`config.mk`:
```
export PLATFORM = sky130hd
export DESIGN_NAME = tlas_cos_lane
export DESIGN_NICKNAME = d
export VERILOG_FILES = /design/src/hw/rtl/assert_macros.svh /design/src/hw/rtl/tlas_pkg.sv /design/src/hw/rtl/tlas_cos_lane.sv
export SDC_FILE = /design/constraint.sdc
export NUM_CORES = 2
export LEC_CHECK = 0
export BUFFER_PORTS_ARGS = -buffer_cell sky130_fd_sc_hd__buf_2
export CAP_MARGIN = 20
export CELL_PAD_IN_SITES_DETAIL_PLACEMENT = 1
export CELL_PAD_IN_SITES_GLOBAL_PLACEMENT = 2
export CORE_UTILIZATION = 43
export DETAILED_ROUTE_END_ITERATION = 6
export PLACE_DENSITY = 0.86
export REMOVE_ABC_BUFFERS = 1
export SYNTH_ARGS = -nofsm -noshare
export SYNTH_HDL_FRONTEND = slang
export SYNTH_SLANG_ARGS = --single-unit
```
`constraint.sdc`:
```
create_clock -name clk -period 9.55 [get_ports clk]
set_input_delay 0.955 -clock clk [delete_from_list [all_inputs] [get_ports clk]]
set_output_delay 0.955 -clock clk [all_outputs]
set_load 0.02 [all_outputs]
```
`src/hw/rtl/assert_macros.svh`:
```
// Assertion macros shared by the RTL
`ifndef ASSERT_MACROS_SVH
`define ASSERT_MACROS_SVH

// Clocked property, disabled while reset is asserted
`define TLAS_ASSERT(label, prop, msg) \
  label: assert property (@(posedge clk) disable iff (!rst_n) (prop)) else $error(msg);

// Condition that must never hold outside reset
`define TLAS_NEVER(label, expr, msg) \
  `TLAS_ASSERT(label, !(expr), msg)

`endif

```
`src/hw/rtl/tlas_pkg.sv`:
```
// Constants, tables and helpers of the two-link arm servo solver
package tlas_pkg;

  localparam int ANGLE_STEPS       = 180;
  localparam int COS_FRACTION_BITS = 14;
  localparam int Q_ONE             = 1 << COS_FRACTION_BITS;

  localparam int X_W     = 13;
  localparam int S_W     = 2 * X_W;
  localparam int LEN_W   = X_W;
  localparam int LINK_W  = 8;
  localparam int LK_W    = LINK_W + 4;
  localparam int NUM_W   = S_W + 2;
  localparam int DEN_W   = LK_W + LEN_W + 1;
  localparam int OUT_W   = 12;
  localparam int COS_W   = COS_FRACTION_BITS + 2;
  localparam int ANG_W   = $clog2(ANGLE_STEPS + 1);
  localparam int ROM_AW  = $clog2(ANGLE_STEPS);
  localparam int K_W     = ANG_W + 3;
  localparam int CFG_IDX_W = 2;

  localparam int SQRT_STEPS   = X_W;
  localparam int DIV_STEPS    = COS_FRACTION_BITS + 1;
  localparam int SEARCH_STEPS = $clog2(ANGLE_STEPS) + 1;
  localparam int LANE_LAT     = DIV_STEPS + SEARCH_STEPS + 2;

  // pipeline stage numbers, counted from the accept edge
  localparam int ST_SQ0 = 3;
  localparam int ST_PM  = ST_SQ0 + SQRT_STEPS;
  localparam int ST_PN  = ST_PM + 1;
  localparam int ST_OUT = ST_PN + LANE_LAT + 1;

  localparam logic [OUT_W-1:0] PULSE_BASE = OUT_W'(500);
  localparam logic [OUT_W-1:0] PULSE_TOP  = OUT_W'(2500);
  localparam int QUARTER_TURN = 90;
  localparam int HALF_TURN    = 180;

  localparam logic [LINK_W-1:0] UPPER_RST = LINK_W'(105);
  localparam logic [LINK_W-1:0] FORE_RST  = LINK_W'(97);
  localparam logic [LINK_W-1:0] LOWER_RST = LINK_W'(160);

  typedef enum logic [CFG_IDX_W-1:0] {
    REG_UPPER = 2'd0,
    REG_FORE  = 2'd1,
    REG_LOWER = 2'd2
  } cfg_reg_t;

  localparam int COS_E5 [91] = '{
    100000,
    99985,99939,99863,99756,99619,99452,99255,99027,98769,98481,
    98163,97815,97437,97030,96593,96126,95630,95106,94552,93969,
    93358,92718,92050,91355,90631,89879,89101,88295,87462,86603,
    85717,84805,83867,82904,81915,80902,79864,78801,77715,76604,
    75471,74314,73135,71934,70711,69466,68200,66913,65606,64279,
    62932,61566,60182,58779,57358,55919,54464,52992,51504,50000,
    48481,46947,45399,43837,42262,40674,39073,37461,35837,34202,
    32557,30902,29237,27564,25882,24192,22495,20791,19081,17365,
    15643,13917,12187,10453,8716,6976,5234,3490,1745,0
  };

  typedef logic signed [COS_W-1:0] cos_rom_t [ANGLE_STEPS];
  typedef logic [OUT_W-1:0] pwm_rom_t [ANGLE_STEPS];

  // entry i holds cos(i+1 degrees) in Q1.COS_FRACTION_BITS
  function automatic cos_rom_t build_cos_rom();
    cos_rom_t t;
    int d;
    longint mag;
    longint q;
    bit neg;
    for (int i = 0; i < ANGLE_STEPS; i++) begin
      d = (i + 1) % 360;
      neg = 1'b0;
      if (d <= 90) begin
        mag = COS_E5[d];
      end else if (d <= 180) begin
        mag = COS_E5[180 - d];
        neg = 1'b1;
      end else if (d <= 270) begin
        mag = COS_E5[d - 180];
        neg = 1'b1;
      end else begin
        mag = COS_E5[360 - d];
      end
      q = (mag * Q_ONE + 50000) / 100000;
      t[i] = neg ? COS_W'(-q) : COS_W'(q);
    end
    return t;
  endfunction

  function automatic pwm_rom_t build_pwm_rom();
    pwm_rom_t t;
    int p;
    for (int k = 0; k < ANGLE_STEPS; k++) begin
      p = 500 + ((k + 1) * 1111) / 100;
      if (p > 2500) begin
        p = 2500;
      end
      t[k] = OUT_W'(p);
    end
    return t;
  endfunction

  localparam cos_rom_t COS_ROM = build_cos_rom();
  localparam pwm_rom_t PWM_ROM = build_pwm_rom();

  // clamp an angle index to the table and look up its pulse; msb is the clamp flag
  function automatic logic [OUT_W:0] pulse_map(logic signed [K_W-1:0] k);
    logic [ROM_AW-1:0] idx;
    logic flg;
    flg = 1'b0;
    if (k < 0) begin
      idx = '0;
      flg = 1'b1;
    end else if (k > K_W'(ANGLE_STEPS - 1)) begin
      idx = ROM_AW'(ANGLE_STEPS - 1);
      flg = 1'b1;
    end else begin
      idx = k[ROM_AW-1:0];
    end
    return {flg, PWM_ROM[idx]};
  endfunction

endpackage

```
`src/hw/rtl/tlas_cos_lane.sv`:
```
// Cosine lane: pipelined num/den ratio in Q format, then pipelined table search for the angle
module tlas_cos_lane (
  input  logic                                clk,
  input  logic signed [tlas_pkg::NUM_W-1:0]   num,
  input  logic        [tlas_pkg::DEN_W-1:0]   den,
  output logic        [tlas_pkg::ANG_W-1:0]   ang,
  output logic                                flag
);

  localparam int NW = tlas_pkg::NUM_W;
  localparam int DW = tlas_pkg::DEN_W;
  localparam int DS = tlas_pkg::DIV_STEPS;
  localparam int SS = tlas_pkg::SEARCH_STEPS;
  localparam int AW = tlas_pkg::ANG_W;
  localparam int CW = tlas_pkg::COS_W;

  logic [NW-1:0] mag;
  logic          big;

  logic [DW:0]   rem_r [DS];
  logic [DW-1:0] den_r [DS];
  logic [DS-1:0] quo_r [DS+1];
  logic [DS:0]   sat_r;
  logic [DS:0]   dz_r;
  logic [DS:0]   neg_r;

  logic [DS-1:0] qmag;
  logic          over;
  logic [CW-1:0] cmag;
  logic [CW-1:0] cval;

  logic signed [CW-1:0] sc_r [SS];
  logic [SS:0]          sf_r;
  logic [AW-1:0]        lo_r [1:SS];
  logic [AW-1:0]        hi_r [1:SS];
  logic [SS:1]          dn_r;

  // prep: magnitude, early saturation when |num| >= 2*den
  always_comb begin
    mag = num[NW-1] ? $unsigned(-num) : $unsigned(num);
    big = {1'b0, mag} >= (NW + 1)'({den, 1'b0});
  end

  always_ff @(posedge clk) begin
    rem_r[0] <= big ? '0 : mag[DW:0];
    den_r[0] <= den;
    quo_r[0] <= '0;
    sat_r[0] <= big;
    dz_r[0]  <= (den == '0);
    neg_r[0] <= num[NW-1];
    sat_r[DS:1] <= sat_r[DS-1:0];
    dz_r[DS:1]  <= dz_r[DS-1:0];
    neg_r[DS:1] <= neg_r[DS-1:0];
  end

  // restoring division, one quotient bit per stage
  for (genvar g = 0; g < DS; g++) begin : g_div
    logic [DW:0] sh;
    logic [DW:0] dif;
    logic        ge;
    always_comb begin
      sh  = (g == 0) ? rem_r[g] : {rem_r[g][DW-1:0], 1'b0};
      ge  = sh >= {1'b0, den_r[g]};
      dif = sh - {1'b0, den_r[g]};
    end
    always_ff @(posedge clk) begin
      quo_r[g+1] <= {quo_r[g][DS-2:0], ge};
    end
    if (g < DS - 1) begin : g_fwd
      always_ff @(posedge clk) begin
        rem_r[g+1] <= ge ? dif : sh;
        den_r[g+1] <= den_r[g];
      end
    end
  end

  // saturate to +-1, zero denominator gives 0
  always_comb begin
    qmag = quo_r[DS];
    over = sat_r[DS] || (qmag > DS'(tlas_pkg::Q_ONE));
    cmag = over ? CW'(tlas_pkg::Q_ONE) : CW'(qmag);
    if (dz_r[DS]) begin
      cval = '0;
    end else begin
      cval = neg_r[DS] ? (-cmag) : cmag;
    end
  end

  always_ff @(posedge clk) begin
    sc_r[0] <= $signed(cval);
    sf_r[0] <= dz_r[DS] || over;
    sf_r[SS:1] <= sf_r[SS-1:0];
  end

  // binary search, one probe per stage
  for (genvar g = 0; g < SS; g++) begin : g_srch
    logic [AW-1:0]        lo;
    logic [AW-1:0]        hi;
    logic                 dn;
    logic [AW:0]          sum;
    logic [AW-1:0]        mid;
    logic signed [CW-1:0] ent;
    logic [AW-1:0]        lo_nxt;
    logic [AW-1:0]        hi_nxt;
    logic                 dn_nxt;
    if (g == 0) begin : g_init
      assign lo = AW'(1);
      assign hi = AW'(tlas_pkg::ANGLE_STEPS);
      assign dn = 1'b0;
    end else begin : g_mid
      assign lo = lo_r[g];
      assign hi = hi_r[g];
      assign dn = dn_r[g];
    end
    always_comb begin
      sum = {1'b0, lo} + {1'b0, hi};
      mid = sum[AW:1];
      ent = tlas_pkg::COS_ROM[mid[tlas_pkg::ROM_AW-1:0]];
      lo_nxt = lo;
      hi_nxt = hi;
      dn_nxt = dn;
      if (!dn && (lo < hi)) begin
        if (sc_r[g] < ent) begin
          lo_nxt = mid + AW'(1);
        end else if (sc_r[g] > ent) begin
          hi_nxt = mid - AW'(1);
        end else begin
          hi_nxt = mid;
          dn_nxt = 1'b1;
        end
      end
    end
    always_ff @(posedge clk) begin
      lo_r[g+1] <= lo_nxt;
      hi_r[g+1] <= hi_nxt;
      dn_r[g+1] <= dn_nxt;
    end
    if (g < SS - 1) begin : g_cfwd
      always_ff @(posedge clk) begin
        sc_r[g+1] <= sc_r[g];
      end
    end
  end

  assign ang  = hi_r[SS];
  assign flag = sf_r[SS];

endmodule

```
==> results.sh <==
export IMPL_clockRootBuffer="clkbuf_16"
export IMPL_drv_slew=0
export IMPL_hold_start="den[8]"
export IMPL_synth_cell_type_count=119
export IMPL_fin_ws_ps=2294
export IMPL_yosys_mux_area_fraction_pct=3.478
export IMPL_crit_end="lo_r[0][52]$_DFF_P_"
export IMPL_placed_cell_area_um2=87980
export IMPL_cp_depth=20
export IMPL_hold_class="in2reg"
export IMPL_outcome="finished, violations left"
export IMPL_cts_buffers=138
export IMPL_synth_top_area_share_pct=28.86
export IMPL_netlist_area_um2=85600
export IMPL_clock_sinks=1234
export IMPL_r2r_start="lo_r[0][41]$_DFF_P_"
export IMPL_post_cts_resized=0
export IMPL_synth_compound_area_share_pct=27.44
export IMPL_regToRegSetupSlack_ps=2290
export IMPL_grt_max_degree=77
export IMPL_register_area_um2=24700
export IMPL_placed_cells=12900
export IMPL_utilization_pct=46.92
export IMPL_cap_violations=0
export IMPL_synthArstFlopShare_pct=0
export IMPL_ys_flop_type="dfxtp_1"
export IMPL_path_class="reg2reg"
export IMPL_violations="design-rule violations"
export IMPL_synth_simple_area_share_pct=15.85
export IMPL_slew_headroom_pct=20.18
export IMPL_max_stage_delay_ps=1060
export IMPL_synth_adder_area_share_pct=13.20
export IMPL_syn_inst=10710
export IMPL_fin_crit_sh_pct=75.98
export IMPL_critPathMaxFanout=26
export IMPL_clk_latency_ps=810
export IMPL_crit_required_ps=10260
export IMPL_viasPerCell=6.265
export IMPL_core_area_um2=197600
export IMPL_path_common_cell="inv_1"
export IMPL_rsz0062_at_grt="no"
export IMPL_synth_edf_count=0
export IMPL_syn_avg_cell_area_um2=7.993
export IMPL_multi_input_area_um2=55850
export IMPL_grt_overflow=0
export IMPL_ctsHtreeMaxLevel=4
export IMPL_grt_pass1_vias=83550
export IMPL_post_cts_buffers=0
export IMPL_crit_start="lo_r[0][41]$_DFF_P_"
export IMPL_dp_hpwl_mm=226.6
export IMPL_track_usage_pct=30.01
export IMPL_route_detailed_drc=1
export IMPL_cp_cell_sequence="inv_1, fa_1, buf_4, inv_1, ha_1, inv_1, nor2_1, a211o_1, a21oi_1, or4_1, o311ai_1, ha_1, nand3_1, o21bai_1, a31o_2, a21oi_1, a2111oi_1, xnor2_1, nand2_1, mux2_2"
export IMPL_synth_xor_xnor_area_share_pct=4.758
export IMPL_dp_slack_ps=2561
export IMPL_instances_no_fill=13150
export IMPL_initial_utilization_pct=43.31
export IMPL_first_pass_iters=7
export IMPL_cts_buffer_depth=3
export IMPL_synth_top_family_by_area="compound AO/OA/AOI/OAI gates"
export IMPL_hold_viol_final=0
export IMPL_syn_to_final_growth_pct=8.323
export IMPL_die_w_um=448.2
export IMPL_ys_seq_area_share_pct=28.86
export IMPL_r2r_end="lo_r[0][52]$_DFF_P_"
export IMPL_yosysWarnings=0
export IMPL_gp_congestion=0.9875
export IMPL_clock_fmax_mhz=137.8
export IMPL_grt_pass1_wl_mm=484.1
export IMPL_synth_top_cells_by_area="dfxtp_1 29%, ha_1 13%, a21oi_1 5.3%"
export IMPL_cp_arrival_ps=7960
export IMPL_nNetsFinal=11350
export IMPL_drtIter0Drc=7170
export IMPL_ys_ff_latch=1234
export IMPL_die_area_um2=200800
export IMPL_antenna_found_initial=7
export IMPL_wl_per_cell_um=23.55
export IMPL_port_buffers=63
export IMPL_min_period_ps=7256
export IMPL_row_count=163
export IMPL_cp_end_kind="flop"
export IMPL_cp_top_family="adder cells"
export IMPL_path_buf_inv=4
export IMPL_cp_slowest_cell="ha_1"
export IMPL_num_vias=82400
export IMPL_cts_tree="built"
export IMPL_routed_wl_mm=309.7
export IMPL_start_kind="flop"
export IMPL_tightest_slew_ps=1197
export IMPL_synth_largest_area_cell="dfxtp_1"
export IMPL_ioPinCount=64
export IMPL_rr_worst_depth=20
export IMPL_route_antenna_remaining_nets=0
export IMPL_drive_above_1_share_pct=7.830
export IMPL_fin_skew_ps=45.11
export IMPL_setup_viol=0
export IMPL_stdcell_area_um2=92720
export IMPL_num_fill_cells=23630
export IMPL_ctsHoldBuffers=0
export IMPL_die_h_um=448.2
export IMPL_clk_pin_slew_ps=60
-- metrics by stage --
stage / TNS [ps] / hold slack [ps]
3_3_place_gp: 0 / 310.9
5_1_grt: 0 / 257.0
2_1_floorplan: -4987 / 309.6
4_1_cts: 0 / 233.9
3_5_place_dp: 0 / 313.2
6_report: 0 / 292.9
-- registers in the layout, indices dropped and copies added (netlist names) --
| name | cells |
|---|---|
| neg_r | 16 |
| lo_r | 56 |
| g_srch.dn | 7 |
| quo_r | 120 |
| den_r | 390 |
| sf_r | 10 |
| dz_r | 16 |
| sat_r | 16 |
| hi_r | 68 |
| rem_r | 391 |
| sc_r | 144 |
-- synth_stat cells (64+ instances only) --
master	instances
o211ai_1	184
nor3_1	258
o221ai_1	74
nor2b_1	99
clkbuf_1	388
mux2_2	180
and3_1	67
o311ai_0	99
a21o_1	230
buf_2	207
xor2_1	136
a211oi_1	179
nand2_1	970
o21bai_1	64
o31ai_1	80
nand2b_1	76
inv_1	685
nand3_1	241
ha_1	866
dfxtp_1	1234
o22ai_1	77
o21ai_0	772
nor2_1	795
a311oi_1	83
a221oi_1	64
nand4_1	91
a21oi_1	908
xnor2_1	301
o21a_1	83
a31oi_1	183
-- cells by family after synthesis --
| logic type | after synthesis |
|---|---|
| fa+ha+maj | 889 |
| compound gates | 3573 |
| simple gates | 2924 |
| xor+xnor | 450 |
| flops | 1234 |
| buf+inv | 1374 |
| mux | 265 |
-- worst min path at each step --
stage	to	slack, ps	cells after the start
after detailed placement	dz_r[11]$_DFF_P_	310	0
after CTS	den_r[0][8]$_DFF_P_	230	1
final	den_r[0][8]$_DFF_P_	290	1
after floorplan	dz_r[10]$_DFF_P_	310	0
after global routing	den_r[0][9]$_DFF_P_	260	1
after global placement	sf_r[4]$_DFF_P_	310	0
-- area by class of cell --
class	count	area share, %
multi-input combinational	8101	60.24
sequential	1234	26.64
clock buffer	188	4.199
tap	2640	3.563
inverter	710	2.874
timing repair buffer	220	1.638
clock inverter	58	0.8420
antenna	1	0.002699
-- routing by layer --
| metal | track usage, % | wire length (um) | up-vias |
|---|---|---|---|
| met5 | 0 | 22 | - |
| met4 | 12.68 | 13430 | 4 |
| met3 | 4.437 | 19420 | 826 |
| met2 | 49.72 | 142700 | 3075 |
| met1 | 38.73 | 134200 | 40220 |
| li1 | - | - | 38280 |
-- placed cells by master, fill, tap and decap left out, types with 76 or more instances in the layout --
| cell | count |
|---|---|
| nand2b_1 | 76 |
| a21oi_1 | 906 |
| nand2_1 | 969 |
| nor3_1 | 254 |
| o311ai_0 | 99 |
| a211oi_1 | 178 |
| xor2_1 | 131 |
| buf_4 | 153 |
| o21a_1 | 83 |
| dfxtp_1 | 1234 |
| nand3_1 | 240 |
| o21ai_0 | 772 |
| nor2b_1 | 99 |
| nor2_1 | 794 |
| a311oi_1 | 83 |
| clkbuf_16 | 140 |
| o211ai_1 | 184 |
| xnor2_1 | 284 |
| a31oi_1 | 181 |
| nand4_1 | 91 |
| inv_1 | 682 |
| a21o_1 | 230 |
| o22ai_1 | 77 |
| ha_1 | 866 |
| mux2_2 | 180 |
| o31ai_1 | 79 |
Power is not shown: default switching activity piles up to over one toggle a cycle in this logic, so the estimate is an artifact.
